File: src/hdl/ping_pong_sample_player_top_defines.svh
// Assertion macros for the sample player control unit.
`ifndef PING_PONG_SAMPLE_PLAYER_TOP_DEFINES_SVH
`define PING_PONG_SAMPLE_PLAYER_TOP_DEFINES_SVH

// Same-cycle implication, checked on every clock edge outside reset.
`define PPS_ASSERT_IMPLY(label, clk, rst_n, ante, cons, msg) \
    label: assert property (@(posedge clk) disable iff (!rst_n) (ante) |-> (cons)) \
        else $error(msg);

// Next-cycle implication, checked on every clock edge outside reset.
`define PPS_ASSERT_NEXT(label, clk, rst_n, ante, cons, msg) \
    label: assert property (@(posedge clk) disable iff (!rst_n) (ante) |=> (cons)) \
        else $error(msg);

`endif

File: src/hdl/pps_pkg.sv
// Shared types, constants and address helper for the sample player.
`timescale 1ns / 1ps

package pps_pkg;

    // Bytes in one bank of the sample store.
    localparam int BANK_BYTES = 512;
    localparam int IDX_W      = (BANK_BYTES > 1) ? $clog2(BANK_BYTES) : 1;
    localparam int FILL_W     = $clog2(BANK_BYTES + 1);
    localparam int ADDR_W     = $clog2(2 * BANK_BYTES);
    localparam int STORE_DEPTH = 2 * BANK_BYTES;

    localparam logic [IDX_W-1:0]  LAST_IDX = IDX_W'(BANK_BYTES - 1);
    localparam logic [FILL_W-1:0] FILL_MAX = FILL_W'(BANK_BYTES);

    // Request function codes.
    typedef enum logic [1:0] {
        FUNC_TICK       = 2'd0,
        FUNC_LOAD_START = 2'd1,
        FUNC_LOAD_BYTE  = 2'd2,
        FUNC_LOAD_END   = 2'd3
    } func_t;

    // Per-request result flags handed from the control unit to the output stage.
    typedef struct packed {
        logic tick_read;
        logic swapped;
        logic held;
        logic end_of_file;
    } result_flags_t;

    // Store address of one byte within a bank.
    function automatic logic [ADDR_W-1:0] store_addr(input logic bank,
                                                     input logic [IDX_W-1:0] idx);
        store_addr = bank ? (ADDR_W'(BANK_BYTES) + ADDR_W'(idx)) : ADDR_W'(idx);
    endfunction

endpackage

File: src/hdl/pps_out.sv
// Result stage: holds one finished request and keeps the last output level.
`timescale 1ns / 1ps

module pps_out (
    input  logic                   aclk,
    input  logic                   aresetn,
    input  logic                   in_accept,
    input  pps_pkg::result_flags_t flags,
    input  logic [7:0]             rd_data,
    output logic                   in_ready,
    output logic                   m_valid,
    input  logic                   m_ready,
    output logic [7:0]             m_level,
    output logic                   m_swapped,
    output logic                   m_held,
    output logic                   m_end_of_file
);

    logic                   res_valid_reg;
    pps_pkg::result_flags_t res_flags_reg;
    logic [7:0]             last_level_reg;

    // A new request may enter when no result is held or the held result leaves in the same cycle.
    assign in_ready = !res_valid_reg || m_ready;

    // Result valid flag.
    always_ff @(posedge aclk) begin
        if (!aresetn) begin
            res_valid_reg <= 1'b0;
        end else if (in_accept) begin
            res_valid_reg <= 1'b1;
        end else if (m_ready) begin
            res_valid_reg <= 1'b0;
        end
    end

    // Result flags payload.
    always_ff @(posedge aclk) begin
        if (in_accept) begin
            res_flags_reg <= flags;
        end
    end

    // The level of a delivered tick becomes the level for later requests.
    always_ff @(posedge aclk) begin
        if (!aresetn) begin
            last_level_reg <= '0;
        end else if (res_valid_reg && m_ready && res_flags_reg.tick_read) begin
            last_level_reg <= rd_data;
        end
    end

    assign m_valid       = res_valid_reg;
    assign m_level       = res_flags_reg.tick_read ? rd_data : last_level_reg;
    assign m_swapped     = res_flags_reg.swapped;
    assign m_held        = res_flags_reg.held;
    assign m_end_of_file = res_flags_reg.end_of_file;

endmodule

File: config.mk
export PLATFORM = sky130hd
export DESIGN_NAME = pps_out
export DESIGN_NICKNAME = d
export VERILOG_FILES = /design/src/hdl/ping_pong_sample_player_top_defines.svh /design/src/hdl/pps_pkg.sv /design/src/hdl/pps_out.sv
export SDC_FILE = /design/constraint.sdc
export NUM_CORES = 1
export LEC_CHECK = 0
export BUFFER_PORTS_ARGS = -buffer_cell sky130_fd_sc_hd__buf_2
export CAP_MARGIN = 20
export CELL_PAD_IN_SITES_DETAIL_PLACEMENT = 1
export CELL_PAD_IN_SITES_GLOBAL_PLACEMENT = 2
export CORE_MARGIN = 2
export CORE_UTILIZATION = 25
export DETAILED_ROUTE_END_ITERATION = 10
export GPL_ROUTABILITY_DRIVEN = 0
export PLACE_DENSITY = 0.75
export SLEW_MARGIN = 5
export SYNTH_ARGS = -nofsm -noshare
export SYNTH_HDL_FRONTEND = slang
export SYNTH_SLANG_ARGS = --single-unit
File: constraint.sdc
create_clock -name aclk -period 1.52 [get_ports aclk]
set_clock_uncertainty 0.1 [all_clocks]
set_input_delay 0.152 -clock aclk [delete_from_list [all_inputs] [get_ports aclk]]
set_output_delay 0.152 -clock aclk [all_outputs]
set_load 0.05 [all_outputs]
# --- Word-level counts from Yosys, hierarchy flattened ---
# Index checks and enable logic that the tools add are counted.
totals:
  wordCells: 14
  regBits: 13
  input_bits: 16
classes:
  reduce_logical: 5
  n_mux: 3
ops:
  columns: ["operator", "n"]
  rows:
  - ["two-way mux 8 bit", 1]
  - ["logical AND 1 bit", 2]
  - ["two-way mux 1 bit", 2]
  - ["nonzero test 2 bit", 1]
  - ["logical NOT 1 bit", 1]
  - ["logical OR 1 bit", 1]

# --- Longest topological paths before layout ---
# Gate-level depths: netlist of run 1.
depth:
  word_depth: 2
  mapped_depth: 4
  depth_no_buf: 2

# --- Worst setup path after synthesis of run 1 ---
# Ideal clock, no wire load.
synth_timing:
  path_kind: "register to register"
  from: "register, netlist name m_valid"
  to: "register res_valid_reg (netlist: m_valid)"
  path_buffers: 0
  path_stages_with_launch: 3
  synth_period_minus_slack_ns: 1.500
  setup_slack_ns: 0.020
  arrival_time_ns: 1.318
  t_required_ns: 1.339
  cell_sequence: "dfxtp_1 > nand2b_1 > a21boi_0"
synth_lines:
  columns: ["element", "line", "text"]
  rows:
  - ["end signal, assigned", "pps_out.sv:29", "res_valid_reg <= 1'b0;"]
  - ["end signal, assigned", "pps_out.sv:31", "res_valid_reg <= 1'b1;"]
  - ["end signal, assigned", "pps_out.sv:33", "res_valid_reg <= 1'b0;"]
  - ["end, declared", "pps_out.sv:19", "logic res_valid_reg;"]

# --- Final worst setup path of run 1 ---
layout_timing:
  from: "register res_flags_reg[3] (netlist bit)"
  to: "output port m_level[0]"
layout_via:
  elab_chain_len: 1
layout_lines:
  columns: ["element", "line", "text"]
  rows:
  - ["start, declared", "pps_out.sv:20", "pps_pkg::result_flags_t res_flags_reg;"]
  - ["start signal, assigned", "pps_out.sv:40", "res_flags_reg <= flags;"]
  - ["two-way mux 8 bit", "pps_out.sv:54", "assign m_level = res_flags_reg.tick_read ? rd_data : last_level_reg;"]
  - ["end, declared", "pps_out.sv:13", "output logic [7:0] m_level,"]
# Every way passes these cells.

==> run_results.csv, run 1 <==
group,metric,value,unit
critical_path,path_max_fanout,9,
clock_tree,clk_path_buf_depth,2,
placement,io_buffers,28,
synthesis,synth.most_common_cell,"nand2_1",
synthesis,netlist_area,592,um2
clock_tree,cts_max_level,1,
synthesis,ys_top_cells_by_area,"dfxtp_1 (30%), edfxtp_1 (20%), mux2_2 (15%), mux2i_1 (14%), nand2_1 (10%)",
job,cap_violations,0,
critical_path,worst-setup-path-type,"reg2out",
floorplanning,fp.coreArea,2230,um2
finish,final_nets,103,
detailed_routing,drt_wl_total,1.35,mm
synthesis,synth_top_area_cell,"dfxtp_1",
synthesis,syn_avg_cell_area,11.2,um2
outcome,violations,"setup timing",
sta,worst-slew-pin-transition,0.294,ns
sta,slew_violations,0,
sta,finalSetupViolCount,8,
critical_path,critPathLaunchType,"flop",
placement,dpl_cell_area,742,um2
placement,hpwl,998,um
detailed_routing,first_pass_iters,2,
synthesis,ys_ff_latch,13,
synthesis,async_reset_ff_frac,0,
critical_path,cp_slowest_cell,"edfxtp_1",
sta,fin_crit,1.53,ns
global_route,grt_pass1_wl,2.14,mm
power,leakagePower,0.375,nW
global_route,grt_max_degree,18,
finish,post-route-util,0.387,
floorplanning,rows,17,
outcome,status,"complete, but fails checks",
critical_path,max_stage_delay,0.35,ns
critical_path,cp_top_family,"flip-flops",
finish,drive_gt1_frac,0.488,
finish,area.sequential,300,um2
floorplanning,die_y,52.7,um
sta,max_clock_freq,0.654,GHz
synthesis,synthesis.nets,69,
clock_tree,numCtsBuffers,3,
floorplanning,ios,29,
sta,relSlewSlack,0.804,
synthesis,synth_edf_count,4,
sta,period_share,1.01,
sta,finalSetupTns,-0.0490,ns
power,p_per_area,949,nW/um2
critical_path,path_common_cell,"buf_6",
global_route,grt_pass1_vias,518,
global_route,antenna_found_initial,0,
detailed_routing,routedWlPerCell,11.8,um
global_route,grt_use_total,0.106,
global_route,grt_overflow_total,0,
floorplanning,start_util,0.265,
finish,diodes,0,
critical_path,cp-end-kind,"primary output",
synthesis,synth.top_cell.area_share,0.304,
critical_path,cp.arrival,1.28,ns
clock_tree,cts.clk_slew.worst_paths,0.08,ns
clock_tree,cts_tree,"built",
finish,largest_reg_flops,8,
critical_path,crit_chain,"buf_6 -> mux2_2 -> buf_6",
detailed_routing,drc,0,
synthesis,ys.flop_type,"dfxtp_1",
sta,setup_slack,-0.00999,ns
finish,multi_input_area,255,um2
power,vdd_ir_drop_max,0.309,mV
finish,design_area,863,um2
floorplanning,dieArea,2770,um2
detailed_routing,via_per_inst,4.43,
sta,rsz0062_at_grt,"true",
power,p_total,0.000820,W
sta,hold_slack,0.0343,ns
synthesis,synth_warnings,0,
finish,area_growth,45.9,%
detailed_routing,via_count,505,
critical_path,critPathRequiredTime,1.27,ns
worst_hold_path,hold_path.class,"in2reg",
synthesis,synth_cell_type_count,11,
synthesis,synthCells,53,
finish,final.fill_count,261,
synthesis,synth_seq_area_share,0.507,
clock_tree,numClockSinks,13,
clock_tree,worstSkewPairLatency,0.27,ns
detailed_routing,detail-route-antenna-nets,0,
clock_tree,cts_root_buf,"clkbuf_4",
critical_path,critPathBufInv,2,
floorplanning,die_x,52.7,um
detailed_routing,drt-initial-drc-count,2,
synthesis,synth_common_cells,"nand2_1 (16), dfxtp_1 (9), mux2_2 (8), mux2i_1 (8), edfxtp_1 (4)",
sta,hold_violations,0,
==> cells in the final DEF (no fill, tap or decap) <==
cell type	Yosys	final
a21boi_0	1	1
and3_4	1	1
buf_2	2	20
buf_6	2	9
clkbuf_4	0	3
clkinv_2	0	1
dfxtp_1	9	9
dlygate4sd3_1	0	4
edfxtp_1	4	4
inv_1	1	1
mux2_2	8	8
mux2i_1	8	8
nand2_1	16	16
nand2b_1	1	1
==> repair_timing <==
item                       4_1_cts  5_1_grt
setup endpoints to repair        8        8
resized for setup               17        0
buffers inserted                 0        0
hold buffers                     4        0
hold endpoints to repair         4        0
==> logic make-up (layout without fill, tap and decap cells) <==
logic type | Yosys count | in the layout | share of synthesized area
buffers and inverters | 5 | 38 | 0.0613
flip-flops | 13 | 13 | 0.507
AO/OA/AOI/OAI | 1 | 1 | 0.0127
multiplexers | 16 | 16 | 0.288
AND/OR/NAND/NOR | 18 | 18 | 0.131
==> report_power, final <==
group | switching [W] | internal, W
registers | 0.00000633 | 0.000374
logic | 0.000142 | 0.0000881
clock network | 0.000112 | 0.0000973
==> worst min-delay path: stages <==
cell and delay (ns):
buf_2 0.10, nand2_1 0.05, mux2i_1 0.06
==> per-layer routing <==
metal / GRT usage / vias to the layer above / routed length, um
met5: 0 / - / 0
met4: 0.0385 / 0 / 0
met3: 0.0286 / 0 / 104
met2: 0.177 / 21 / 665
met1: 0.129 / 239 / 579
li1: - / 245 / -
==> final cells by class <==
cell class / count / share of cell area
clock inverter: 1 / 0.00580
multi-input combinational: 35 / 0.296
sequential: 13 / 0.348
clock buffer: 3 / 0.0261
inverter: 1 / 0.00435
tap: 28 / 0.0406
timing repair buffer: 33 / 0.280
==> worst paths after layout <==
| check | startpoint | to | slack (ns) | cells after the start |
|---|---|---|---|---|
| worst max-delay path | res_flags_reg[3] | m_level[0] | -0.01 | 3 |
| worst min-delay path | rd_data[6] | last_level_reg[6] | 0.03 | 3 |
| worst max register to register | res_flags_reg[3] | last_level_reg[3] | 0.34 | 3 |
| worst min register to register | last_level_reg[0] | last_level_reg[0] | 0.36 | 2 |
==> per-stage QoR <==
stage               worst slack [ns]  cells
CTS                          -0.0345    114
global placement               0.235    106
detailed placement             0.214    106
floorplan                     0.0205     53
finish                      -0.00999    114
global route                 -0.0743    114
Note: power is estimated with default switching activity, not from simulation.
==> run 2, diff against run 1 <==
Settings changed: CELL_PAD_IN_SITES_DETAIL_PLACEMENT 1 to not set, CELL_PAD_IN_SITES_GLOBAL_PLACEMENT 2 to not set, CORE_UTILIZATION 25 to 43, MAX_ROUTING_LAYER set to met4, PLACE_DENSITY 0.75 to 0.76.
==> run 2 against run 1 <==
  * The flow still finishes with violations (setup timing)
  * Maximum frequency is essentially flat
  * Die area decreased by 39%
  * Cell area fell by 1.0%
==> run_results.csv, run 2 (synthesis gave the netlist of run 1 again) <==
group,metric,value,unit
outcome,status,"complete, but fails checks",
outcome,violations,"setup timing",
power,swShare,0.308,
detailed_routing,drt_wl_total,1.26,mm
sta,finalSetupViolCount,8,
finish,diodes,0,
clock_tree,numCtsBuffers,3,
power,switchingPower,0.000253,W
job,cap_violations,0,
finish,largest_reg_flops,8,
global_route,grt_overflow_total,0,
detailed_routing,via_count,495,
placement,io_buffers,28,
sta,worst-slew-pin-transition,0.274,ns
critical_path,worst-setup-path-type,"reg2out",
finish,design_area,855,um2
worst_hold_path,hold_path.class,"in2reg",
clock_tree,numClockSinks,13,
clock_tree,cts_tree,"built",
detailed_routing,drc,0,
global_route,grt_pass1_wl,1.70,mm
placement,dp_slack,0.0993,ns
global_route,grt_pass1_vias,390,
detailed_routing,wl_met1,507,um
critical_path,worstRegToRegCells,3,
floorplanning,fp.coreArea,1300,um2
critical_path,cp-end-kind,"primary output",
floorplanning,start_util,0.455,
clock_tree,cts_max_level,1,
detailed_routing,highest_layer,"met4",
clock_tree,worstSkewPairLatency,0.27,ns
power,internal-power,0.000567,W
sta,setup_slack,-0.0115,ns
finish,final_nets,103,
sta,slew_violations,0,
clock_tree,cts.clk_slew.worst_paths,0.08,ns
floorplanning,dieArea,1690,um2
power,p_comb_frac,0.284,
clock_tree,clk_path_buf_depth,2,
detailed_routing,via_per_inst,4.90,
finish,area_growth,44.4,%
sta,hold_violations,0,
detailed_routing,detail-route-antenna-nets,0,
global_route,grt_max_degree,18,
power,vdd_ir_drop_max,0.531,mV
sta,max_clock_freq,0.653,GHz
floorplanning,die_y,41.1,um
finish,mostFrequentLayoutCells,"buf_2 (20), nand2_1 (16), dfxtp_1 (9)",
detailed_routing,dr_wl_met3,67,um
floorplanning,die_x,41.1,um
power,leakagePower,0.376,nW
global_route,grt_use_total,0.175,
sta,fin_crit,1.53,ns
detailed_routing,routedWlPerCell,12.5,um
power,p_per_area,960,nW/um2
floorplanning,ios,29,
worst_hold_path,hold_depth,3,
detailed_routing,dr_wl_met2,665,um
detailed_routing,drt-initial-drc-count,14,
finish,drive_gt1_frac,0.477,
critical_path,cp.arrival,1.28,ns
critical_path,critPathLaunchType,"flop",
sta,finalSetupTns,-0.0794,ns
clock_tree,cts_root_buf,"clkbuf_4",
power,clock_power_share,0.252,
finish,layout_commonest_cell,"buf_2",
detailed_routing,first_pass_iters,4,
floorplanning,rows,13,
sta,relSlewSlack,0.818,
sta,period_share,1.01,
power,p_seq_frac,0.464,
sta,rsz0062_at_grt,"true",
global_route,antenna_found_initial,0,
critical_path,critPathRequiredTime,1.27,ns
sta,hold_slack,0.0307,ns
critical_path,path_max_fanout,9,
placement,dpl_cell_area,718,um2
placement,hpwl,833,um
-- run 2: cell types whose count changed in the layout (fill, tap and decap cells not counted), sizes merged --
cell	change
clkbuf	+1
clkinv	-1
-- run 2: routing by layer --
metal  GRT usage  vias up
met5           -        -
met2       0.250       19
met4       0.169        0
met1       0.201      231
met3      0.0326        2
li1            -      243
-- run 2: power groups by stage --
stage               sequential [W]  clock (W)  combinational [W]
global route              0.000383   0.000236           0.000244
detailed placement        0.000395          0           0.000186
global placement          0.000394          0           0.000183
finish                    0.000381   0.000207           0.000233
floorplan                 0.000417          0           0.000121
CTS                       0.000381   0.000215           0.000234
-- run 2: final cells by class --
cell class	instances	area, um2
inverters	1	3.75
repair buffers	33	250
multi-input cells	35	255
fillers	109	447
well taps	15	18.8
clock buffers	4	26.3
flip-flops and latches	13	300
-- run 2: final timing paths --
path	startpoint	slack, ns	to
setup reg to reg	res_flags_reg[3]	0.36	last_level_reg[4]
hold reg to reg	last_level_reg[6]	0.36	last_level_reg[6]
setup / recovery	res_flags_reg[3]	-0.01	m_level[7]
hold / removal	rd_data[6]	0.03	last_level_reg[6]
-- run 2: critical path, stage by stage, from the launching register on --
cell	delay, ns
edfxtp_1	0.42
buf_12	0.16
mux2_2	0.27
buf_6	0.15
-- run 2: metrics by stage --
stage | power [W] | util | cells
6_report | 0.000821 | 0.657 | 101
5_1_grt | 0.000862 | 0.657 | 101
4_1_cts | 0.000830 | 0.657 | 101
3_5_place_dp | 0.000581 | 0.552 | 92
3_3_place_gp | 0.000577 | 0.552 | 92
2_1_floorplan | 0.000538 | - | 53
-- run 2: repair_timing --
action / CTS / global route
hold buffers: 4 / 0
setup endpoints to repair: 8 / 8
pin swaps: 0 / 0
hold endpoints to repair: 4 / 0
resized for setup: 16 / 0
setup buffers: 1 / 0
==> run 3, diff against run 2 <==
Clock period 1.52 ns to 1.76 ns, I/O delays scaled along.
==> run 3 against run 2 <==
  * Sequential share of layout area up 2.2 points
  * Critical path type unchanged
  * The run now ends clean
  * Largest cell class unchanged
  * Highest routed layer unchanged
  * Setup slack better by 0.17 ns
  * Largest power group unchanged
  * Cell area down 5.9%
  * Critical path depth unchanged
  * Flip-flop and latch count unchanged
==> run_results.csv, run 3 (synthesis gave the netlist of run 1 again) <==
group,metric,value,unit
floorplanning,rows,13,
global_route,grt_pass1_wl,1.77,mm
floorplanning,fp.coreArea,1300,um2
global_route,grt_max_degree,18,
clock_tree,cts.clk_slew.worst_paths,0.08,ns
critical_path,path_max_fanout,9,
sta,hold_violations,0,
sta,max_clock_freq,0.624,GHz
outcome,status,"finished clean",
critical_path,critPathRequiredTime,1.48,ns
critical_path,worst-setup-path-type,"reg2out",
power,p_per_area,855,nW/um2
critical_path,critPathLaunchType,"flop",
critical_path,cp.arrival,1.33,ns
critical_path,r2r_end,"last_level_reg[4]",
finish,final_nets,103,
detailed_routing,detail-route-antenna-nets,0,
finish,drive_gt1_frac,0.477,
finish,largest_reg_flops,8,
global_route,grt_overflow_total,0,
detailed_routing,drc,0,
finish,area_growth,35.9,%
critical_path,reg2reg_slack,0.58,ns
floorplanning,ios,29,
finish,diodes,0,
finish,layout_commonest_cell,"buf_2",
sta,finalSetupViolCount,0,
sta,relSlewSlack,0.814,
detailed_routing,routedWlPerCell,12.2,um
detailed_routing,via_count,482,
detailed_routing,first_pass_iters,3,
power,leakagePower,0.364,nW
clock_tree,worstSkewPairLatency,0.27,ns
sta,finalSetupTns,0,ns
sta,rsz0062_at_grt,"false",
clock_tree,cts_max_level,1,
finish,design_area,805,um2
placement,dpl_cell_area,718,um2
detailed_routing,drt-initial-drc-count,14,
floorplanning,die_x,41.1,um
clock_tree,numClockSinks,13,
placement,io_buffers,28,
critical_path,cp-end-kind,"primary output",
critical_path,crit_path_start,"res_flags_reg[3]",
critical_path,critical_path.endpoint,"m_level[3]",
sta,fin_crit,1.60,ns
power,p_total,0.000688,W
sta,hold_slack,0.0563,ns
clock_tree,cts_root_buf,"clkbuf_4",
clock_tree,cts_tree,"built",
floorplanning,start_util,0.455,
sta,worst-slew-pin-transition,0.280,ns
sta,period_share,0.911,
clock_tree,clk_path_buf_depth,2,
detailed_routing,via_per_inst,4.77,
critical_path,worstReg2RegStart,"res_flags_reg[3]",
placement,place_inst,92,
floorplanning,die_y,41.1,um
clock_tree,numCtsBuffers,3,
finish,final_cells,101,
finish,mostFrequentLayoutCells,"buf_2 (28), nand2_1 (16), dfxtp_1 (9), mux2_2 (8), mux2i_1 (8)",
global_route,grt_use_total,0.178,
global_route,antenna_found_initial,0,
placement,hpwl,858,um
power,vdd_ir_drop_max,0.434,mV
detailed_routing,drt_wl_total,1.23,mm
clock_tree,cts_resized,0,
critical_path,worstRegToRegCells,3,
global_route,grt_pass1_vias,432,
worst_hold_path,hold_path.class,"in2reg",
floorplanning,dieArea,1690,um2
sta,slew_violations,0,
job,cap_violations,0,
-- run 3: cell count changes in the layout (fill, tap and decap cells not counted) --
| cell | previous run | this run |
|---|---|---|
| buf_6 | 8 | 0 |
| buf_2 | 20 | 28 |
-- run 3: critical path: stages, from the launching register on --
cell,delay [ns]
edfxtp_1,0.39
buf_12,0.14
mux2_2,0.32
buf_2,0.21
-- run 3: worst min path at each step --
| stage | from | to | slack (ns) | depth (start not counted) |
|---|---|---|---|---|
| 6_report | rd_data[0] | last_level_reg[0] | 0.06 | 3 |
| 4_1_cts | rd_data[0] | last_level_reg[0] | 0.05 | 3 |
| 3_5_place_dp | flags[2] | m_swapped | 0.26 | 1 |
| 5_1_grt | rd_data[2] | last_level_reg[2] | 0.06 | 3 |
| 3_3_place_gp | flags[0] | m_end_of_file | 0.25 | 1 |
| 2_1_floorplan | flags[0] | m_end_of_file | 0.17 | 0 |
-- run 3: area by class of cell --
type	count	area [um2]
tap	15	18.8
multi-input combinational	35	255
sequential	13	300
inverter	1	3.75
clock buffer	4	26.3
timing repair buffer	33	200
fill	129	497
-- run 3: stage by stage --
stage	util	setup slack [ns]
2_1_floorplan	-	0.260
3_3_place_gp	0.552	0.338
3_5_place_dp	0.552	0.311
4_1_cts	0.603	0.0105
5_1_grt	0.618	0.0942
6_report	0.618	0.157
-- run 3: per-layer routing --
metal | share of wire | up-vias | GRT usage
met5 | 0 | - | -
met4 | 0.0098 | 0 | 0.121
met3 | 0.060 | 2 | 0.0489
li1 | - | 245 | -
met1 | 0.39 | 220 | 0.202
met2 | 0.53 | 15 | 0.270
-- run 3: what timing repair did --
item,in CTS,in global routing
setup buffers,0,1
endpoints found under the hold margin,4,0
setup endpoints to repair,0,8
hold buffers,4,0
-- run 3: where the power goes --
part           internal [W]  total, W  leakage (nW)  switching, W
Sequential         0.000323  0.000329         0.112    0.00000631
Combinational     0.0000619  0.000180         0.237      0.000118
Clock             0.0000877  0.000178        0.0150     0.0000905
