[src/hdl/ping_pong_sample_player_top_defines.svh]
// Assertion macros for the sample player control unit.
`ifndef PING_PONG_SAMPLE_PLAYER_TOP_DEFINES_SVH
`define PING_PONG_SAMPLE_PLAYER_TOP_DEFINES_SVH

// Same-cycle implication, checked on every clock edge outside reset.
`define PPS_ASSERT_IMPLY(label, clk, rst_n, ante, cons, msg) \
    label: assert property (@(posedge clk) disable iff (!rst_n) (ante) |-> (cons)) \
        else $error(msg);

// Next-cycle implication, checked on every clock edge outside reset.
`define PPS_ASSERT_NEXT(label, clk, rst_n, ante, cons, msg) \
    label: assert property (@(posedge clk) disable iff (!rst_n) (ante) |=> (cons)) \
        else $error(msg);

`endif

[src/hdl/pps_pkg.sv]
// Shared types, constants and address helper for the sample player.
`timescale 1ns / 1ps

package pps_pkg;

    // Bytes in one bank of the sample store.
    localparam int BANK_BYTES = 512;
    localparam int IDX_W      = (BANK_BYTES > 1) ? $clog2(BANK_BYTES) : 1;
    localparam int FILL_W     = $clog2(BANK_BYTES + 1);
    localparam int ADDR_W     = $clog2(2 * BANK_BYTES);
    localparam int STORE_DEPTH = 2 * BANK_BYTES;

    localparam logic [IDX_W-1:0]  LAST_IDX = IDX_W'(BANK_BYTES - 1);
    localparam logic [FILL_W-1:0] FILL_MAX = FILL_W'(BANK_BYTES);

    // Request function codes.
    typedef enum logic [1:0] {
        FUNC_TICK       = 2'd0,
        FUNC_LOAD_START = 2'd1,
        FUNC_LOAD_BYTE  = 2'd2,
        FUNC_LOAD_END   = 2'd3
    } func_t;

    // Per-request result flags handed from the control unit to the output stage.
    typedef struct packed {
        logic tick_read;
        logic swapped;
        logic held;
        logic end_of_file;
    } result_flags_t;

    // Store address of one byte within a bank.
    function automatic logic [ADDR_W-1:0] store_addr(input logic bank,
                                                     input logic [IDX_W-1:0] idx);
        store_addr = bank ? (ADDR_W'(BANK_BYTES) + ADDR_W'(idx)) : ADDR_W'(idx);
    endfunction

endpackage

[src/hdl/pps_ctrl.sv]
// Playback and load control: bank, play position, fill count and flags.
`timescale 1ns / 1ps
`include "ping_pong_sample_player_top_defines.svh"

module pps_ctrl (
    input  logic                          aclk,
    input  logic                          aresetn,
    input  logic                          in_accept,
    input  logic [1:0]                    func,
    output logic                          wr_en,
    output logic [pps_pkg::ADDR_W-1:0]    wr_addr,
    output logic [pps_pkg::ADDR_W-1:0]    rd_addr,
    output pps_pkg::result_flags_t        flags
);

    pps_pkg::func_t              func_sel;
    logic                        play_bank_reg,  play_bank_next;
    logic [pps_pkg::IDX_W-1:0]   play_index_reg, play_index_next;
    logic [pps_pkg::FILL_W-1:0]  fill_count_reg, fill_count_next;
    logic                        loading_reg,    loading_next;
    logic                        started_reg,    started_next;
    logic                        eof_seen_reg,   eof_seen_next;
    logic                        swapped;
    logic                        held;
    logic                        tick_read;
    logic                        fill_room;

    assign func_sel  = pps_pkg::func_t'(func);
    assign fill_room = (fill_count_reg < pps_pkg::FILL_MAX);

    // Next state and result flags for the request being accepted.
    always_comb begin
        play_bank_next  = play_bank_reg;
        play_index_next = play_index_reg;
        fill_count_next = fill_count_reg;
        loading_next    = loading_reg;
        started_next    = started_reg;
        eof_seen_next   = eof_seen_reg;
        swapped         = 1'b0;
        held            = 1'b0;
        tick_read       = 1'b0;
        wr_en           = 1'b0;
        unique case (func_sel)
            pps_pkg::FUNC_TICK: begin
                if (started_reg) begin
                    tick_read = 1'b1;
                    if (play_index_reg == pps_pkg::LAST_IDX) begin
                        if (loading_reg) begin
                            held = 1'b1;
                        end else begin
                            play_index_next = '0;
                            play_bank_next  = ~play_bank_reg;
                            swapped         = 1'b1;
                        end
                    end else begin
                        play_index_next = play_index_reg + 1'b1;
                    end
                end
            end
            pps_pkg::FUNC_LOAD_START: begin
                loading_next    = 1'b1;
                fill_count_next = '0;
            end
            pps_pkg::FUNC_LOAD_BYTE: begin
                if (loading_reg && fill_room) begin
                    wr_en           = in_accept;
                    fill_count_next = fill_count_reg + 1'b1;
                end
            end
            pps_pkg::FUNC_LOAD_END: begin
                if (loading_reg) begin
                    loading_next = 1'b0;
                    if (fill_room) begin
                        eof_seen_next = 1'b1;
                    end
                    if (!started_reg) begin
                        started_next    = 1'b1;
                        play_bank_next  = ~play_bank_reg;
                        play_index_next = '0;
                        swapped         = 1'b1;
                    end
                end
            end
            default: begin
            end
        endcase
    end

    // Memory addresses: loads go to the idle bank, ticks read the playing bank.
    assign wr_addr = pps_pkg::store_addr(~play_bank_reg,
                                         fill_count_reg[pps_pkg::IDX_W-1:0]);
    assign rd_addr = pps_pkg::store_addr(play_bank_reg, play_index_reg);

    assign flags.tick_read   = tick_read;
    assign flags.swapped     = swapped;
    assign flags.held        = held;
    assign flags.end_of_file = eof_seen_next;

    // Control state, updated once per accepted request.
    always_ff @(posedge aclk) begin
        if (!aresetn) begin
            play_bank_reg  <= 1'b1;
            play_index_reg <= '0;
            fill_count_reg <= '0;
            loading_reg    <= 1'b0;
            started_reg    <= 1'b0;
            eof_seen_reg   <= 1'b0;
        end else if (in_accept) begin
            play_bank_reg  <= play_bank_next;
            play_index_reg <= play_index_next;
            fill_count_reg <= fill_count_next;
            loading_reg    <= loading_next;
            started_reg    <= started_next;
            eof_seen_reg   <= eof_seen_next;
        end
    end

    `PPS_ASSERT_IMPLY(a_fill_bound, aclk, aresetn, 1'b1, fill_count_reg <= pps_pkg::FILL_MAX, "fill count beyond bank size")
    `PPS_ASSERT_IMPLY(a_idle_index, aclk, aresetn, !started_reg, play_index_reg == '0, "play index moved before playback started")
    `PPS_ASSERT_IMPLY(a_held_busy, aclk, aresetn, in_accept && held, loading_reg && !swapped, "hold without a busy load")
    `PPS_ASSERT_NEXT(a_eof_sticky, aclk, aresetn, eof_seen_reg, eof_seen_reg, "end of file flag cleared")

endmodule

[config.mk]
export PLATFORM = sky130hd
export DESIGN_NAME = pps_ctrl
export DESIGN_NICKNAME = d
export VERILOG_FILES = /design/src/hdl/pps_pkg.sv /design/src/hdl/pps_ctrl.sv
export VERILOG_INCLUDE_DIRS = /design/src /design/src/hdl
export SDC_FILE = /design/constraint.sdc
export NUM_CORES = 1
export LEC_CHECK = 0
export BUFFER_PORTS_ARGS = -buffer_cell sky130_fd_sc_hd__buf_4
export CAP_MARGIN = 20
export CORE_ASPECT_RATIO = 0.5
export CORE_MARGIN = 2
export CORE_UTILIZATION = 30
export CTS_CLUSTER_DIAMETER = 60
export DETAILED_ROUTE_END_ITERATION = 10
export GPL_TIMING_DRIVEN = 0
export PLACE_DENSITY_LB_ADDON = 0.25
export SLEW_MARGIN = 20
export SYNTH_ARGS = -nofsm -noshare
export SYNTH_HDL_FRONTEND = slang
export SYNTH_SLANG_ARGS = --single-unit
[constraint.sdc]
create_clock -name aclk -period 3.4 [get_ports aclk]
set_clock_uncertainty 0.2 [all_clocks]
set_input_delay 0.17 -clock aclk [delete_from_list [all_inputs] [get_ports aclk]]
set_output_delay 0.17 -clock aclk [all_outputs]
set_load 0.05 [all_outputs]
=== After elaboration in Yosys (flattened, before gate mapping) ===
Index checks and enable logic that the tools add are counted.

* Bits in registers: 23

* Add/sub/neg operators: 4
* Equal/unequal tests: 11
* Reduce and logical (&&, ||, !) cells: 10
* Bitwise logic cells: 1
* Mux-type cells: 34
* Magnitude comparators: 1

{| class="wikitable"
|+ Operator list
! operator !! number
|-
| 9-bit 2-to-1 mux || 5
|-
| 10-bit 2-to-1 mux || 3
|-
| 1-bit 2-to-1 mux || 21
|-
| 10-bit by 9-bit adder with 10-bit output (first input constant) || 2
|-
| 10-bit case mux with 2 select lines || 1
|-
| 9-bit case mux with 2 select lines || 1
|-
| 2-bit != test (second input constant) || 6
|-
| 10-bit by 1-bit adder with 10-bit output (second input constant) || 1
|-
| 10-bit < comparator (second input constant) || 1
|-
| 9-bit by 1-bit adder with 9-bit output (second input constant) || 1
|-
| 9-bit == test (second input constant) || 1
|-
| 7-bit AND reduction || 1
|-
| 1-bit case mux with 2 select lines || 3
|-
| 3-bit AND reduction || 2
|-
| 6-bit AND reduction || 1
|-
| 2-bit nonzero test || 3
|-
| 2-bit == test (second input constant) || 2
|-
| 3-bit != test (second input constant) || 1
|-
| 2-bit by 1-bit == test with 1-bit output (second input constant) || 1
|-
| 2-bit logical NOT || 1
|-
| 2-bit AND reduction || 1
|-
| 1-bit logical AND || 1
|-
| 1-bit inverter || 1
|}

=== Logic depth before layout (Yosys ltp) ===
Gate-level depths: netlist (run 1).

* Word-level depth: 5
* Gate-level depth with buffers: 9
* Mapped depth without buffers: 8

=== Least setup slack after synthesis (run 1) ===
OpenSTA, ideal clock, no wires.

* Path type: register to register
* Start point: register play_index_reg[0] (netlist name)
* End point: register play_index_reg[2] (netlist name)
* Path slack: 0.878 ns
* Path buffers: 1
* Arrival: 2.251 ns
* Stages on the path, launching flop included: 10
* Path through: dfxtp_1 > ha_1 > nand3_1 > nor3_1 > ha_1 > nand2_1 > a32oi_1 > buf_2 > o21ai_0 > a21oi_1

* Longest elaborated chain between the ends: 4
* Elaborated cells on any way between the ends: 7

{| class="wikitable"
|+ Ends and longest elaborated chain
! what !! RTL line !! RTL
|-
| from (decl) || pps_ctrl.sv:18 || <nowiki>logic [pps_pkg::IDX_W-1:0] play_index_reg, play_index_next;</nowiki>
|-
| from (signal assigned) || pps_ctrl.sv:110 || <nowiki>play_index_reg <= play_index_next;</nowiki>
|-
| 9-bit by 1-bit adder with 9-bit output or 9-bit == test (tied branches) || pps_ctrl.sv:56, pps_ctrl.sv:47 ||
|-
| 9-bit 2-to-1 mux || pps_ctrl.sv:47 || <nowiki>if (play_index_reg == pps_pkg::LAST_IDX) begin</nowiki>
|-
| 9-bit 2-to-1 mux || pps_ctrl.sv:45 || <nowiki>if (started_reg) begin</nowiki>
|-
| 9-bit case mux with 2 select lines || pps_ctrl.sv:43 || <nowiki>unique case (func_sel)</nowiki>
|}

Several ways; a longest one is shown, not always the timed one. The select of a mux whose other input is x is not followed.
A chain may end at the register's enable or synchronous reset.

=== Final worst setup path (run 1) ===
* Start point: register play_index_reg[0] (netlist name)
* End point: output port flags[2] (netlist name)

* Longest elaborated chain between the ends: 4

{| class="wikitable"
|+ Ends and longest elaborated chain
! what !! RTL line !! RTL
|-
| 9-bit == test || pps_ctrl.sv:47 ||
|-
| 1-bit 2-to-1 mux || pps_ctrl.sv:47 ||
|-
| 1-bit 2-to-1 mux || pps_ctrl.sv:45 ||
|-
| 1-bit case mux with 2 select lines || pps_ctrl.sv:43 ||
|-
| to (decl) || pps_ctrl.sv:13 || <nowiki>output pps_pkg::result_flags_t flags</nowiki>
|}

Every way passes these cells.

==> metrics.txt, run 1 <==
dpl hpwl ~2200 um; final net count roughly 220; Post-synth EDFFs 0; cell count after synthesis between 150 and 200; syn avg cell area about 8.3 um^2; Die H between 50 and 60 um; RePlAce Congestion 0.802; # DRC 0; Async SR Flop Fraction 0%; fmax between 0.3 and 0.4 GHz; pre-CTS setup slack 0.966 ns; synth warn 0; Max FO, Critical Path 6; post-CTS sizing 0; Final Hold Fails 0; Setup TNS 0 ns; share of cells above drive strength 1 between 20% and 30%; hold path startpoint in_accept; Setup WS post-layout around 0.81 ns; power density cells 280 nW/um^2; Least-Margin Pin Slew 0.514 ns; die area approximately 5300 um^2; Syn Nets between 150 and 200; initial antenna violation count 0; Design Power just under 500 uW; max_cap viols 0; Peak VDD IR around 160 uV; CP required slightly above 3 ns; non-filler cells, final 260; DR WL/cell between 10 and 15 um; worst rel slew slack roughly 66%; NetSw 117 uW; #FFs+latches synth 23; Synth Cell Area 1400 um^2; Post-Synth Simple-Gate Area between 20% and 30%; I/O pin count 30; fin util 39.2%; final critical-path required period about 2.6 ns; first-pass GRT wire length around 5000 um; post-synthesis compound-gate area fraction about 18%; die width 101 um; GRT Residual Overflow 0; outcome complete, no violations; row count 17; Max Slew Vio Count 0; HP Class in -> reg; PortBufs 28; CTS buffer count 3; total core area 4450 um^2; WP data arrival between 2 and 2.5 ns; vias in the first global route about 1100; initial drt markers between 40 and 50; largest family of logic cells by synthesized area simple AND/OR/NAND/NOR gates; Vias/cell ~4.8; Worst Path Class, Setup reg -> out; Netlist cell types between 40 and 50; Initial Util between 30% and 40%; Pre-antenna DRT Iters 4; largest net degree at the start of global routing 13; Tcrit/Tclk final between 70 and 80%; Layout Area Growth over Synthesis 24.0%; Root Driver clkbuf_8; Clock power frac 35.4%; Vias approximately 1300; CP Launch Type flop; Sw Ratio around 24%; Leakage 0.000735 uW; CP Capture Type output pin; RR Startpoint play_index_reg[0]$_SDFFE_PN0P_; # setup viols final 0; H-tree depth 1; Worst-Skew Late Latency 0.27 ns; Largest register FFs 10; post-synthesis xor/xnor area fraction under 10%; ant diodes 0; routed wire length ~3000 um; mux cell area share after synthesis less than 1%; remaining antenna violation count 0; placed cell count between 200 and 300; CTS tree built; Top FF cell, synth dfxtp_1; Flop pwr share a little under three fifths; crit path launch play_index_reg[0]$_SDFFE_PN0P_; cell-internal power roughly 370 uW; register area share after synthesis about a third; Max clock buf depth 2; Total GRT Usage 12.1%; Num Clock Sinks 23; Comb pwr share under 10%; Synth Area in Adders between 6 and 7%; RSZ-0062 raised after global routing no; Worst-path clk slew about 0.08 ns
cells in the mapped netlist (2+ instances only):
| cell type | instances | area share (%) |
|---|---|---|
| a21oi_1 | 13 | 4.6 |
| a31oi_1 | 4 | 1.8 |
| a32oi_1 | 2 | 1.2 |
| and3_1 | 2 | 0.89 |
| and4_1 | 3 | 1.9 |
| buf_2 | 3 | 1.1 |
| buf_4 | 16 | 8.6 |
| clkbuf_1 | 2 | 0.53 |
| dfxtp_1 | 23 | 33 |
| ha_1 | 7 | 6.2 |
| inv_1 | 5 | 1.3 |
| nand2_1 | 19 | 5.1 |
| nand3_1 | 7 | 2.5 |
| nand4_1 | 3 | 1.3 |
| nor2_1 | 10 | 2.7 |
| nor2b_1 | 3 | 1.3 |
| o211ai_1 | 4 | 2.1 |
| o21a_1 | 2 | 1.1 |
| o21ai_0 | 6 | 2.1 |
| or2_2 | 2 | 0.89 |
| or3_1 | 5 | 2.2 |
| or3b_1 | 2 | 1.2 |
| or4_1 | 3 | 1.6 |
| xor2_1 | 3 | 1.9 |
worst max-delay path: stages (launching register included):
cell and delay (ns):
dfxtp_1 0.41, ha_1 0.21, nand3_1 0.16, nor3_1 0.25
ha_1 0.26, nor2b_1 0.20, a21oi_1 0.08, nor2_1 0.08
buf_4 0.10, buf_4 0.18
cells by family after synthesis:
family / after synthesis
AND/OR/NAND/NOR: 69
AO/OA/AOI/OAI: 39
buffers and inverters: 27
flip-flops: 23
adder cells (fa/ha/maj): 7
XOR/XNOR: 4
multiplexers: 1
worst paths after layout:
check,end,slack [ns],cells after the start
hold / removal,play_index_reg[3]$_SDFFE_PN0P_,0.06,4
hold reg to reg,play_index_reg[8]$_SDFFE_PN0P_,0.28,2
setup reg to reg,play_index_reg[2]$_SDFFE_PN0P_,0.98,9
setup / recovery,flags[2],0.81,9
cell type report:
cell class,count,area [um^2]
fill,481,2710
multi-input combinational,120,771
sequential,23,460
timing repair buffer,29,220
buffer,22,154
tap,57,71.3
clock buffer,4,45.0
inverter,5,18.8
layer usage:
layer	vias to the layer above	GRT usage (%)	wire length, um
met5	-	0	0
met4	0	1.37	19
met3	2	3.60	128
met2	23	20.7	1330
met1	567	15.6	1500
li1	668	-	-
power groups by stage:
| stage | clock network [uW] | registers (uW) | logic [uW] |
|---|---|---|---|
| after floorplan | 0 | 277 | 31.0 |
| after global placement | 0 | 277 | 43.8 |
| after detailed placement | 0 | 277 | 44.2 |
| after CTS | 179 | 271 | 45.2 |
| after global routing | 189 | 271 | 49.4 |
| final | 173 | 271 | 44.5 |
placed cells by master, fill, tap and decap left out, drive strengths merged, types with 2 or more instances in the layout:
cell type	n
buf	48
inv	5
nor2b	3
o21a	2
or4	3
a21oi	13
a32oi	2
nor2	11
nand2	19
ha	7
dfxtp	23
or3b	2
o211ai	4
and3	3
o21ai	8
xor2	3
clkbuf	6
and4	3
nand3	7
or2	3
nand4	3
or3	5
a31oi	4
per-stage QoR:
step / hold slack [ns] / area, um^2
floorplan: 0.0319 / 1400
global placement: 0.191 / 1690
detailed placement: 0.196 / 1690
CTS: 0.0664 / 1740
global route: 0.0807 / 1740
finish: 0.0606 / 1740
repair_timing:
item,in CTS,in global routing
endpoints found under the hold margin,3,0
setup buffers,0,0
hold buffers,1,0
Power figures use the tool's default switching activity.
==> run 2: changes to the inputs <==
==> constraint.sdc (replaced) <==
create_clock -name aclk -period 2.12 [get_ports aclk]
set_clock_uncertainty 0.2 [all_clocks]
set_input_delay 0.106 -clock aclk [delete_from_list [all_inputs] [get_ports aclk]]
set_output_delay 0.106 -clock aclk [all_outputs]
set_load 0.05 [all_outputs]
==> run 2 against run 1 <==
  * Die area did not move
  * Critical endpoint unchanged
  * Critical path depth shrank 1
  * Sequential share of layout area is 1.2 points lower
  * Total power is 62% higher
==> metrics.txt, run 2 (synthesis gave the netlist of run 1 again) <==
outcome complete, no violations; commonest non-fill, non-tap cell in the layout buf_4; Vias/cell 4.84 (-0.11%); Highest Signal Layer met3; Pre-antenna DRT Iters 4 (unchanged); Critical R2R Capture play_index_reg[2]$_SDFFE_PN0P_; Num Clock Sinks 23 (unchanged); DR WL/cell 12.5 um (+9.1%); slowest CP cell dfxtp_4; Final Hold Fails 0 (unchanged); Least-Margin Pin Slew 0.516 ns (+0.00227 ns); H-tree depth 1 (unchanged); PortBufs 28 (unchanged); Tcrit/Tclk final a little over nine tenths; routed wire length 3300 um (+11%); RR Startpoint play_index_reg[1]$_SDFFE_PN0P_; Layout Area Growth over Synthesis 33.9%; CTS tree built; HP Class in -> reg; Initial Util 31.6% (unchanged); Cell Area, Placed 1710 um^2 (+1.2%); Max FO, Critical Path 5 (-1); final net count 220 (+1.9%); Clock power frac 35.5% (about the same); Max Slew Vio Count 0 (unchanged); most frequent cells in the layout buf_4, nand2_1, dfxtp_1; max_cap viols 0 (unchanged); CTS buffer count 3 (unchanged); Max clock buf depth 2 (unchanged); Setup TNS 0 ns (unchanged); row count 17 (unchanged); share of cells above drive strength 1 39.1% (+9.6 points); Largest register FFs 10 (unchanged); slowest stage delay, CP 0.36 ns (-0.05 ns); fin util 42.3% (+3.1 points); initial drt markers 30 (-30%); CP Launch Type flop; met3 wire len 125 um (-2.3%); WP data arrival 1.75 ns (-0.47 ns); I/O pin count 30 (unchanged); Post-Route M1 WL 1630 um (+8.4%); largest net degree at the start of global routing 13 (unchanged); final critical-path required period a little over 2 ns; # DRC 0 (unchanged); die width 101 um (unchanged); ant diodes 0 (unchanged); cell-internal power 593 uW (+60%); RePlAce Congestion 0.799 (-0.34%); NetSw 195 uW (+66%); Vias 1278 (+1.4%); Flop pwr share 54.8% (-0.7 points); Sw Ratio 24.7% (+0.70 points); most used cell along the critical path ha_4; placed cell count 255 (unchanged); dpl hpwl 2290 um (+3.8%); power density cells 419 nW/um^2 (+50%); total core area 4450 um^2 (unchanged); initial antenna violation count 0 (unchanged); Peak VDD IR 332 uV (+100%); # setup viols final 0 (unchanged); fmax ~0.49 GHz; met2 wire len 1550 um (+16%); Worst-Skew Late Latency 0.27 ns (about the same); Worst Hold Endpoint fill_count_reg[1]$_SDFFE_PN0P_; Total GRT Usage 12.7% (+0.68 points); GRT Residual Overflow 0 (unchanged); flop-to-flop setup slack 0.10 ns (-0.88 ns); Design Power 788 uW (+62%); CP Capture Type output pin; worst rel slew slack 65.6% (+0.078 points); Comb pwr share 9.7% (+0.6 points); WHS Path Cells 4 (unchanged); Root Driver clkbuf_8; Leakage 0.000781 uW (+6.2%); Cell Chain, Critical Path ha_4 -> nand3_4 -> nor3_4 -> ha_4 -> nor2b_4 -> a21oi_2 -> nor2_2 -> buf_8; remaining antenna violation count 0 (unchanged); vias in the first global route 1172 (+5.8%); first-pass GRT wire length 5290 um (+5.8%); R2R cell count 9 (unchanged); die area 5280 um^2 (unchanged); non-filler cells, final 264 (+1.5%); Worst Path Class, Setup reg -> out; hold path startpoint in_accept; Worst-path clk slew 0.08 ns (about the same); Die H 52.4 um (unchanged); CP required 1.81 ns (-1.22 ns); design area 1880 um^2 (+8.0%)
==> run 2: through the flow <==
stage	setup WS, ns	hold slack, ns
6_report	0.0663	0.0262
5_1_grt	-0.0142	0.0468
4_1_cts	-0.0146	0.0155
3_5_place_dp	-0.215	0.131
3_3_place_gp	-0.201	0.127
2_1_floorplan	-0.00437	-0.0321
==> run 2: timing repair <==
action	CTS	global route
setup buffers	5	0
pin swaps	4	1
endpoints found under the hold margin	5	0
setup endpoints to repair	12	10
resized for setup	13	4
hold buffers	1	0
==> run 2: worst max path at each step <==
stage                                               from                        endpoint  cells after the start
after CTS                 play_index_reg[1]$_SDFFE_PN0P_  play_index_reg[2]$_SDFFE_PN0P_                      9
after detailed placement  play_index_reg[0]$_SDFFE_PN0P_  play_index_reg[6]$_SDFFE_PN0P_                      8
final                     play_index_reg[1]$_SDFFE_PN0P_                        flags[2]                      8
after global routing      play_index_reg[1]$_SDFFE_PN0P_  play_index_reg[2]$_SDFFE_PN0P_                      9
after floorplan           play_index_reg[0]$_SDFFE_PN0P_  play_index_reg[6]$_SDFFE_PN0P_                      8
after global placement    play_index_reg[0]$_SDFFE_PN0P_  play_index_reg[6]$_SDFFE_PN0P_                      8
==> run 2: routing by layer <==
layer,global-route usage (%),vias up
li1,-,667
met1,16.6,586
met2,21.6,25
met3,3.33,0
met4,2.51,0
met5,0,-
==> run 2: power groups by stage <==
stage	Sequential [uW]	Clock (uW)	Combinational, uW
after global placement	442	0	70.0
after CTS	432	285	74.4
final	432	280	76.7
after floorplan	442	0	49.8
after global routing	432	301	84.6
after detailed placement	442	0	70.6
==> run 2: area by class of cell <==
type                            instances  area (um^2)
Sequential cell                        23          475
Fill cell                             439         2570
Tap cell                               57         71.3
Clock buffer                            4         45.0
Timing Repair Buffer                   34          265
Inverter                                5         18.8
Buffer                                 21          153
Multi-Input combinational cell        120          851
==> run 2: worst max-delay path: cells and delay by family (launching register included) <==
| kind | cells | cell delay [ns] |
|---|---|---|
| compound gates | 1 | 0.06 |
| fa+ha+maj | 2 | 0.34 |
| flops | 1 | 0.36 |
| buf+inv | 1 | 0.15 |
| simple gates | 4 | 0.56 |
==> run 3: changes to the inputs <==
--- a/config.mk
+++ b/config.mk
@@ -14,7 +14,6 @@
 export CTS_CLUSTER_DIAMETER = 60
 export DETAILED_ROUTE_END_ITERATION = 10
 export GPL_TIMING_DRIVEN = 0
-export PLACE_DENSITY_LB_ADDON = 0.25
 export SLEW_MARGIN = 20
 export SYNTH_ARGS = -nofsm -noshare
 export SYNTH_HDL_FRONTEND = slang
==> constraint.sdc (replaced) <==
create_clock -name aclk -period 2 [get_ports aclk]
set_clock_uncertainty 0.2 [all_clocks]
set_input_delay 0.1 -clock aclk [delete_from_list [all_inputs] [get_ports aclk]]
set_output_delay 0.1 -clock aclk [all_outputs]
set_load 0.05 [all_outputs]
==> run 3 against run 2 <==
  * The flow now finishes with violations (negative setup slack)
  * Sequential share of layout area fell by 0.48 points
  * Combinational power rose by 13%
  * Setup slack got worse by 0.076 ns
  * Die area did not move
  * First-iteration DRC count rose by 20%
  * Critical path type unchanged
  * Largest power group unchanged
==> metrics.txt, run 3 (synthesis gave the netlist of run 1 again) <==
Cell Chain, Critical Path ha_4 -> nand3_4 -> nor3_4 -> ha_4 -> nor2b_4 -> a21oi_2 -> nor2_2 -> buf_8; Root Driver clkbuf_8; Worst Path Class, Setup reg -> out; worst rel slew slack 62.5% (-3.1 points); most used cell along the critical path ha_4; Largest register FFs 10 (unchanged); # DRC 0 (unchanged); placed cell count 255 (unchanged); CP Launch Type flop; RSZ-0062 raised after global routing yes; Worst-Skew Late Latency 0.27 ns (about the same); CTS buffer count 3 (unchanged); CTS tree built; # setup viols final 1 (+1); commonest non-fill, non-tap cell in the layout buf_4; first-pass GRT wire length 5220 um (-1.2%); Total GRT Usage 12.6% (-0.15 points); CP required 1.70 ns (-0.11 ns); hold path startpoint func[1]; largest net degree at the start of global routing 13 (unchanged); Setup WS post-layout -0.00954 ns (-0.0758 ns); max_cap viols 0 (unchanged); flop-to-flop setup slack 0.03 ns (-0.07 ns); Initial Util 31.6% (unchanged); GRT Residual Overflow 0 (unchanged); Least-Margin Pin Slew 0.562 ns (+0.0461 ns); Pre-antenna DRT Iters 4 (unchanged); RR Startpoint play_index_reg[1]$_SDFFE_PN0P_; fin util 43.3% (+1.0 points); row count 17 (unchanged); non-filler cells, final 267 (+1.1%); initial antenna violation count 0 (unchanged); share of cells above drive strength 1 40.0% (+0.87 points); initial drt markers 36 (+20%); slowest stage delay, CP 0.36 ns (about the same); CP Capture Type output pin; Vias 1306 (+2.2%); Setup TNS -0.00954 ns (-0.00954 ns); fmax around 0.50 GHz; ant diodes 0 (unchanged); vias in the first global route 1150 (-1.9%); Peak VDD IR 237 uV (-29%); power density cells 435 nW/um^2 (+3.8%); R2R cell count 8 (-1); fill cell count 443 (+0.91%); PortBufs 28 (unchanged); Leakage 0.000797 uW (+2.1%); I/O pin count 30 (unchanged); die area 5280 um^2 (unchanged); Worst Hold Endpoint loading_reg$_SDFFE_PN0P_; Tcrit/Tclk final 100%; HP Class in -> reg; violated checks negative setup slack; RePlAce Congestion 0.849 (+6.3%); Vias/cell 4.89 (+1.0%); die width 101 um (unchanged); Critical R2R Capture play_index_reg[6]$_SDFFE_PN0P_; Max FO, Critical Path 5 (unchanged); Max Slew Vio Count 0 (unchanged); DR WL/cell 12.3 um (-2.0%); dpl hpwl 2290 um (-0.31%); routed wire length 3270 um (-0.85%); Final Hold Fails 0 (unchanged); Worst-path clk slew 0.08 ns (about the same); outcome finished with violations; total core area 4450 um^2 (unchanged); final critical-path required period between 2 and 2.5 ns; most frequent cells in the layout buf_4, nand2_1, dfxtp_1; Die H 52.4 um (unchanged); WHS Path Cells 4 (unchanged); Layout Area Growth over Synthesis 37.2%; final net count 223 (+1.4%); remaining antenna violation count 0 (unchanged); Max clock buf depth 2 (unchanged); H-tree depth 1 (unchanged); Num Clock Sinks 23 (unchanged); WP data arrival 1.71 ns (-0.04 ns); slowest CP cell dfxtp_4
## run 3: cell types whose count changed in the layout (fill, tap and decap cells not counted), sizes merged
cell,before,now
buf,52,54
dlygate4sd3,1,2
## run 3: final cells by class
| type | instances | area (um^2) | area share (%) |
|---|---|---|---|
| multi-input combinational | 120 | 862 | 44.8 |
| sequential | 23 | 478 | 24.8 |
| timing repair buffer | 37 | 298 | 15.5 |
| buffer | 21 | 153 | 7.93 |
| tap | 57 | 71.3 | 3.70 |
| clock buffer | 4 | 45.0 | 2.34 |
| inverter | 5 | 18.8 | 0.975 |
## run 3: critical path, delay by kind of cell (launching register included)
| family | cells | cell delay (ns) |
|---|---|---|
| adder cells (fa/ha/maj) | 2 | 0.33 |
| AND/OR/NAND/NOR | 4 | 0.53 |
| flip-flops | 1 | 0.36 |
| AO/OA/AOI/OAI | 1 | 0.06 |
| buffers and inverters | 1 | 0.15 |
## run 3: stage by stage
| stage | hold WS, ns | power, uW | worst slack, ns | cell area, um^2 |
|---|---|---|---|---|
| after CTS | 0.195 | 847 | -0.110 | 1880 |
| after detailed placement | 0.124 | 545 | -0.141 | 1740 |
| after global placement | 0.121 | 543 | -0.112 | 1740 |
| final | 0.200 | 838 | -0.00954 | 1930 |
| after global routing | 0.266 | 876 | -0.101 | 1930 |
| after floorplan | -0.0381 | 522 | 0.00902 | 1460 |
## run 3: repair_timing
| action | CTS | global route |
|---|---|---|
| pin swaps | 4 | 5 |
| endpoints found under the setup margin | 11 | 12 |
| hold buffers | 2 | 0 |
| endpoints found under the hold margin | 5 | 0 |
| setup buffers | 4 | 3 |
| gates resized for setup | 11 | 7 |
## run 3: power breakdown
part	internal [uW]	total [uW]	switching, uW
sequential	455	456	1.01
combinational	33.6	86.3	52.8
clock	142	296	153
total	631	838	207
## run 3: worst max path at each step
stage | from | slack, ns | cells past startpoint | end
global route | play_index_reg[1]$_SDFFE_PN0P_ | -0.10 | 8 | flags[2]
global placement | play_index_reg[1]$_SDFFE_PN0P_ | -0.11 | 8 | play_index_reg[6]$_SDFFE_PN0P_
floorplan | play_index_reg[1]$_SDFFE_PN0P_ | 0.009 | 9 | play_index_reg[2]$_SDFFE_PN0P_
CTS | play_index_reg[0]$_SDFFE_PN0P_ | -0.11 | 8 | flags[2]
finish | play_index_reg[1]$_SDFFE_PN0P_ | -0.01 | 8 | flags[2]
detailed placement | play_index_reg[1]$_SDFFE_PN0P_ | -0.14 | 8 | play_index_reg[6]$_SDFFE_PN0P_
## run 3: metal layers
metal,share of wire (%),global-route usage [%],wire length (um)
met5,0,0,0
met4,0.83,2.74,27
met3,2.2,3.20,73
met2,49,21.7,1590
met1,48,16.1,1580
